$ cat config.mk
export PLATFORM = sky130hd
export DESIGN_NAME = kmc_ctrl
export DESIGN_NICKNAME = d
export VERILOG_FILES = /design/src/design/kmc_pkg.sv /design/src/design/kmc_ctrl.sv
export SDC_FILE = /design/constraint.sdc
export NUM_CORES = 1
export LEC_CHECK = 0
export BUFFER_PORTS_ARGS = -buffer_cell sky130_fd_sc_hd__buf_4
export CAP_MARGIN = 5
export CORE_UTILIZATION = 41
export CTS_BUF_LIST = sky130_fd_sc_hd__clkbuf_8 sky130_fd_sc_hd__clkbuf_16
export CTS_CLUSTER_DIAMETER = 60
export DETAILED_ROUTE_END_ITERATION = 6
export PLACE_DENSITY_LB_ADDON = 0.1
export SYNTH_ARGS = -nofsm -noshare
export SYNTH_HDL_FRONTEND = slang
export SYNTH_SLANG_ARGS = --single-unit
$ cat constraint.sdc
create_clock -name i_clk -period 1.5 [get_ports i_clk]
set_input_delay 0.225 -clock i_clk [delete_from_list [all_inputs] [get_ports i_clk]]
set_output_delay 0.225 -clock i_clk [all_outputs]
set_load 0.01 [all_outputs]
$ cat src/design/kmc_pkg.sv
// ----------------------------------------------------------------------------
// kmc_pkg
// Shared types, widths and codes of the 2-D k-means clustering unit.
// ----------------------------------------------------------------------------
package kmc_pkg;

    // Sizing
    localparam int MAX_POINTS   = 1024;
    localparam int MAX_CLUSTERS = 10;
    localparam int COORD_BITS   = 16;

    localparam int PT_AW   = $clog2(MAX_POINTS);        // point store address
    localparam int CNT_W   = $clog2(MAX_POINTS + 1);    // point / member count
    localparam int CL_W    = 4;                         // cluster index field
    localparam int FRAC_W  = 8;                         // Q16.8 fraction bits
    localparam int CENT_W  = COORD_BITS + FRAC_W;       // centroid width
    localparam int SUM_W   = COORD_BITS + PT_AW + 1;    // member coordinate sum
    localparam int DIF_W   = CENT_W + 1;                // difference width
    localparam int SQ_W    = 2 * CENT_W;                // square of a difference
    localparam int DIST_W  = SQ_W + 1;                  // sum of two squares
    localparam int ACC_W   = DIST_W + PT_AW + 1;        // error accumulator
    localparam int SSE_W   = 48;                        // reported error
    localparam int SSE_SH  = 2 * FRAC_W;                // error scale shift
    localparam int PASS_W  = 4;
    localparam int CFG_W   = 4;                         // config data width
    localparam int CFG_AW  = 2;                         // config index width
    localparam int DIV_N   = SUM_W + FRAC_W;            // dividend magnitude bits
    localparam int DIV_CW  = $clog2(DIV_N + 1);

    // Configuration
    localparam logic [CFG_AW-1:0] CFG_CLUSTER_COUNT = 2'd0;
    localparam logic [CFG_AW-1:0] CFG_ITER_LIMIT    = 2'd1;
    localparam logic [CFG_W-1:0]  K_RESET           = 4'd2;
    localparam logic [CFG_W-1:0]  LIMIT_RESET       = 4'd10;
    localparam logic [CFG_W-1:0]  K_MIN             = 4'd2;

    // Result kinds
    localparam logic RK_CENTROID = 1'b0;
    localparam logic RK_SUMMARY  = 1'b1;

    typedef enum logic [1:0] {
        OP_CLEAR        = 2'd0,
        OP_APPEND       = 2'd1,
        OP_SET_CENTROID = 2'd2,
        OP_RUN          = 2'd3
    } t_op;

    typedef enum logic [4:0] {
        S_IDLE,
        S_PASS_INIT,
        S_A_RD,
        S_A_DIFF,
        S_A_SQ,
        S_A_CMP,
        S_A_WR,
        S_UPD_INIT,
        S_U_DIV,
        S_U_WAIT,
        S_U_WR,
        S_PASS_END,
        S_SSE_INIT,
        S_E_RD,
        S_E_DIFF,
        S_E_SQ,
        S_E_ACC,
        S_EMIT,
        S_SUM
    } t_state;

    // Controller to datapath
    typedef struct packed {
        logic accept;     // input item taken
        logic run_init;   // latch k and limit, zero pass count
        logic pass_init;  // clear sums and counts, point index to zero
        logic clr_j;      // cluster index to zero
        logic diff;       // form coordinate differences
        logic sq;         // square differences
        logic cmp;        // nearest-centroid compare
        logic inc_j;
        logic inc_i;
        logic wr_label;   // store label, accumulate member sums
        logic div_start;
        logic cent_wr;    // write new centroid
        logic inc_pass;
        logic sse_init;   // zero error accumulator and point index
        logic sse_mode;   // error pass: centroid chosen by stored label
        logic acc;        // accumulate squared error
        logic emit_rep;
        logic emit_sum;
    } t_cmd;

    // Datapath to controller
    typedef struct packed {
        logic n_zero;
        logic last_i;
        logic last_j;
        logic div_done;
        logic stop;
        logic out_free;
    } t_sts;

    // Integer part of a Q16.8 value, truncated toward zero
    function automatic logic signed [COORD_BITS:0] f_int_part(
        input logic signed [CENT_W-1:0] c
    );
        logic signed [COORD_BITS:0] fl;
        fl = COORD_BITS'(c[CENT_W-1:FRAC_W]) == '0 ? '0 :
             (COORD_BITS+1)'($signed(c[CENT_W-1:FRAC_W]));
        if (c[CENT_W-1] && (c[FRAC_W-1:0] != '0)) begin
            fl = fl + (COORD_BITS+1)'(1);
        end
        return fl;
    endfunction

endpackage

$ cat src/design/kmc_ctrl.sv
// ----------------------------------------------------------------------------
// kmc_ctrl
// Sequencer of the k-means unit: loads, assignment, update and error passes,
// result emission.
// ----------------------------------------------------------------------------
module kmc_ctrl (
    input  logic           i_clk,
    input  logic           i_rst_n,
    input  logic           i_in_valid,
    input  logic [1:0]     i_opcode,
    input  kmc_pkg::t_sts  i_sts,
    output logic           o_in_ready,
    output kmc_pkg::t_cmd  o_cmd
);

    kmc_pkg::t_state r_state;
    kmc_pkg::t_state n_state;

    always_ff @(posedge i_clk) begin
        if (!i_rst_n) begin
            r_state <= kmc_pkg::S_IDLE;
        end else begin
            r_state <= n_state;
        end
    end

    // Next state
    always_comb begin
        n_state = r_state;
        unique case (r_state)
            kmc_pkg::S_IDLE: begin
                if (i_in_valid && (i_opcode == kmc_pkg::OP_RUN)) begin
                    n_state = kmc_pkg::S_PASS_INIT;
                end
            end
            kmc_pkg::S_PASS_INIT: begin
                n_state = i_sts.n_zero ? kmc_pkg::S_UPD_INIT : kmc_pkg::S_A_RD;
            end
            kmc_pkg::S_A_RD:   n_state = kmc_pkg::S_A_DIFF;
            kmc_pkg::S_A_DIFF: n_state = kmc_pkg::S_A_SQ;
            kmc_pkg::S_A_SQ:   n_state = kmc_pkg::S_A_CMP;
            kmc_pkg::S_A_CMP: begin
                n_state = i_sts.last_j ? kmc_pkg::S_A_WR : kmc_pkg::S_A_DIFF;
            end
            kmc_pkg::S_A_WR: begin
                n_state = i_sts.last_i ? kmc_pkg::S_UPD_INIT : kmc_pkg::S_A_RD;
            end
            kmc_pkg::S_UPD_INIT: n_state = kmc_pkg::S_U_DIV;
            kmc_pkg::S_U_DIV:    n_state = kmc_pkg::S_U_WAIT;
            kmc_pkg::S_U_WAIT: begin
                if (i_sts.div_done) begin
                    n_state = kmc_pkg::S_U_WR;
                end
            end
            kmc_pkg::S_U_WR: begin
                n_state = i_sts.last_j ? kmc_pkg::S_PASS_END : kmc_pkg::S_U_DIV;
            end
            kmc_pkg::S_PASS_END: begin
                n_state = i_sts.stop ? kmc_pkg::S_SSE_INIT : kmc_pkg::S_PASS_INIT;
            end
            kmc_pkg::S_SSE_INIT: begin
                n_state = i_sts.n_zero ? kmc_pkg::S_EMIT : kmc_pkg::S_E_RD;
            end
            kmc_pkg::S_E_RD:   n_state = kmc_pkg::S_E_DIFF;
            kmc_pkg::S_E_DIFF: n_state = kmc_pkg::S_E_SQ;
            kmc_pkg::S_E_SQ:   n_state = kmc_pkg::S_E_ACC;
            kmc_pkg::S_E_ACC: begin
                n_state = i_sts.last_i ? kmc_pkg::S_EMIT : kmc_pkg::S_E_RD;
            end
            kmc_pkg::S_EMIT: begin
                if (i_sts.out_free && i_sts.last_j) begin
                    n_state = kmc_pkg::S_SUM;
                end
            end
            kmc_pkg::S_SUM: begin
                if (i_sts.out_free) begin
                    n_state = kmc_pkg::S_IDLE;
                end
            end
            default: n_state = kmc_pkg::S_IDLE;
        endcase
    end

    // Commands
    always_comb begin
        o_cmd      = '0;
        o_in_ready = 1'b0;
        unique case (r_state)
            kmc_pkg::S_IDLE: begin
                o_in_ready     = 1'b1;
                o_cmd.accept   = i_in_valid;
                o_cmd.run_init = i_in_valid && (i_opcode == kmc_pkg::OP_RUN);
            end
            kmc_pkg::S_PASS_INIT: o_cmd.pass_init = 1'b1;
            kmc_pkg::S_A_RD:      o_cmd.clr_j     = 1'b1;
            kmc_pkg::S_A_DIFF:    o_cmd.diff      = 1'b1;
            kmc_pkg::S_A_SQ:      o_cmd.sq        = 1'b1;
            kmc_pkg::S_A_CMP: begin
                o_cmd.cmp   = 1'b1;
                o_cmd.inc_j = !i_sts.last_j;
            end
            kmc_pkg::S_A_WR: begin
                o_cmd.wr_label = 1'b1;
                o_cmd.inc_i    = !i_sts.last_i;
            end
            kmc_pkg::S_UPD_INIT: o_cmd.clr_j     = 1'b1;
            kmc_pkg::S_U_DIV:    o_cmd.div_start = 1'b1;
            kmc_pkg::S_U_WAIT:   o_cmd           = '0;
            kmc_pkg::S_U_WR: begin
                o_cmd.cent_wr = 1'b1;
                o_cmd.inc_j   = !i_sts.last_j;
            end
            kmc_pkg::S_PASS_END: o_cmd.inc_pass = 1'b1;
            kmc_pkg::S_SSE_INIT: begin
                o_cmd.sse_init = 1'b1;
                o_cmd.clr_j    = 1'b1;
            end
            kmc_pkg::S_E_RD:   o_cmd.sse_mode = 1'b1;
            kmc_pkg::S_E_DIFF: begin
                o_cmd.sse_mode = 1'b1;
                o_cmd.diff     = 1'b1;
            end
            kmc_pkg::S_E_SQ: begin
                o_cmd.sse_mode = 1'b1;
                o_cmd.sq       = 1'b1;
            end
            kmc_pkg::S_E_ACC: begin
                o_cmd.sse_mode = 1'b1;
                o_cmd.acc      = 1'b1;
                o_cmd.inc_i    = !i_sts.last_i;
            end
            kmc_pkg::S_EMIT: begin
                o_cmd.emit_rep = i_sts.out_free;
                o_cmd.inc_j    = i_sts.out_free && !i_sts.last_j;
            end
            kmc_pkg::S_SUM: o_cmd.emit_sum = i_sts.out_free;
            default: o_cmd = '0;
        endcase
    end

endmodule

==> run metrics <==
Worst EP required=1.27 ns; RR Startpoint=r_state[4]; Hold Buf Count CTS=0; Max Fclk=542 MHz; Worst Setup Start Kind=register; Die ar.=1820 um^2; Clock transition at path regs=0.04 ns; layout net count=182; H-tree depth=1; routed len/inst=21.4 um; Area Growth Syn to Fin=111%; largest net degree at the start of global routing=14; Async S/R FF share, synth=0%; Die Ht=42.6 um; synthesized area=677 um^2; clock skew=0.00330 ns; Worst Setup End Kind=output pin; leakage power=0.635 nW; Reg2Reg Depth=8; DR DRC count=0; library cells used by synthesis=40; WHS=0.263 ns; crit path DAT=1.62 ns; # diodes=0; grt ovf=0; number of synthesized flops with an enable pin=0; final setup vio count=21; period utilisation layout=123%; clk_lat worst skew=0.23 ns; gp weighted congestion=0.860; Initial Util=44.4%; Peak supply drop=1240 uV; # port buffers=29; post-route ant nets=0; failing checks=setup timing; CTS Sinks=5; Detail Placement HPWL=1730 um; worst r2r dst=r_state[3]; synthesized flop and latch total=5; core area=1520 um^2; biggest regs=r_state (5); RSZ-0062 raised after global routing=true; CTS buffer count=3; number of global-route vias before repair=920; Largest register FFs=5; largest register by flop count=r_state; gr usage total=31.0%; Vias=1225; Worst Tran Pin Value=0.406 ns; final setup margin=-0.345 ns; 1st-iter DRT viols=74; Seq/Total Area, Yosys=14.8%; Hold Startpoint=i_rst_n; CTS Buffer Depth=2; row cnt=14; flop-to-flop setup slack=-0.10 ns; initial antenna violation count=0; CP Max Fanout=11; average size of a mapped cell=6.45 um^2; Hold Crit Depth=2; Power Density=1310 nW/um^2; WHS Endpoint=r_state[3]; IO Pins=30; Die Wd=42.6 um; Max-slew headroom=72.6%; final hold viol count=0; max-slew violation count=0; yosys warns=0; Vias/cell=6.59; Pre-Repair DR Iteration Count=4; post-synth net total=116; Top FF cell, synth=dfxtp_1; critical path class=register to output pin; crit path time final=1.84 ns; setup TNS=-2.35 ns; Clock Root Buffer=clkbuf_8; outcome=finished, violations left; max_cap viols=0; global-route wire length before repair=4250 um; worst min-delay path category=input port to register; CTS tree=built; final WL=3990 um; synthesized instance count=105; share of layout cells above drive strength 1=60.6%
-- cell type report --
cell class	count	area, um^2
Clock buffer	3	41.3
Clock inverter	1	3.75
Fill cell	51	92.6
Inverter	6	22.5
Multi-Input combinational cell	87	634
Sequential cell	5	116
Tap cell	16	20.0
Timing Repair Buffer	68	593
-- kinds of logic (layout without fill, tap and decap cells) --
kind of cell           after synthesis  in the layout  synth area share, %
buffers and inverters               13             78                 9.24
AO/OA/AOI/OAI                       35             35                 34.6
flip-flops                           5              5                 14.8
multiplexers                         1              1                 1.48
AND/OR/NAND/NOR                     51             51                 39.9
-- worst max-delay path by stage --
stage	startpoint	end	cells after the start	slack, ns
6_report	r_state[3]	o_cmd[14]	6	-0.34
4_1_cts	r_state[3]	o_cmd[10]	5	-0.12
2_1_floorplan	r_state[3]	o_cmd[10]	4	-0.02
5_1_grt	r_state[3]	o_cmd[14]	6	-0.36
3_5_place_dp	r_state[4]	o_cmd[9]	6	-0.05
3_3_place_gp	r_state[3]	r_state[0]	4	-0.02
-- metrics by stage --
step	std cells	setup WS (ns)	util [%]	instance area, um^2	power [mW]
after global placement	159	-0.0237	66.8	1020	1.03
after global routing	186	-0.360	93.9	1430	1.94
after CTS	171	-0.117	78.1	1190	1.40
final	186	-0.345	93.9	1430	1.87
after floorplan	105	-0.0171	-	704	0.700
after detailed placement	159	-0.0480	66.8	1020	1.04
-- layout by cell type (no fill, tap or decap), types with 2 or more instances in the layout --
cell type / instances
or3b_1: 2
a22oi_1: 2
buf_8: 2
nor2_1: 9
dfxtp_4: 4
buf_6: 10
or3b_4: 2
a32o_1: 2
nand2_1: 8
o21ai_1: 4
nand3b_1: 2
inv_1: 5
nor2_2: 2
nor2_4: 5
nor3_1: 3
a21oi_1: 11
nand3_1: 2
buf_4: 54
clkbuf_8: 3
o21a_1: 2
nand2_4: 2
nand2b_4: 2
a21oi_2: 3
inv_2: 2
-- where the power goes --
part / switching [mW] / internal [mW]
Sequential: 0.0558 / 0.170
Combinational: 0.672 / 0.713
Clock: 0.0861 / 0.177
Total: 0.814 / 1.06
-- layer usage --
metal / share of wire [%] / vias up / track usage [%]
li1: - / 515 / -
met1: 37 / 576 / 39.5
met2: 49 / 103 / 52.1
met3: 9.2 / 31 / 2.59
met4: 5.2 / 0 / 13.8
met5: 0 / - / 0
-- what timing repair did --
action / 4_1_cts / 5_1_grt
cloned: 0 / 1
gates resized for setup: 22 / 27
buffers inserted: 8 / 14
setup endpoints to repair: 18 / 23
pin swaps: 9 / 18
-- Yosys cell counts (all sizes together) (2+ instances only) --
cell type,number,area share [%]
nor2,16,9.6
a21oi,14,10
nand2,11,6.1
inv,6,3.3
dfxtp,5,15
o21ai,5,3.7
buf,4,4.3
nor3,4,3.0
or3b,4,5.2
clkbuf,3,1.7
nand2b,3,2.8
a22oi,2,2.2
a32o,2,3.0
and2,2,1.8
nand3,2,1.5
nand3b,2,2.2
nor4,2,2.8
o21a,2,2.2
or2,2,1.8
-- critical path, cell delays in order, from the launching register on --
cell and delay [ns]:
dfxtp_4 0.40, buf_6 0.18, nand2_1 0.12, o21ai_1 0.18
nand2_1 0.09, a21oi_1 0.25, buf_4 0.17
No activity file was read; power rests on OpenSTA's default activity.
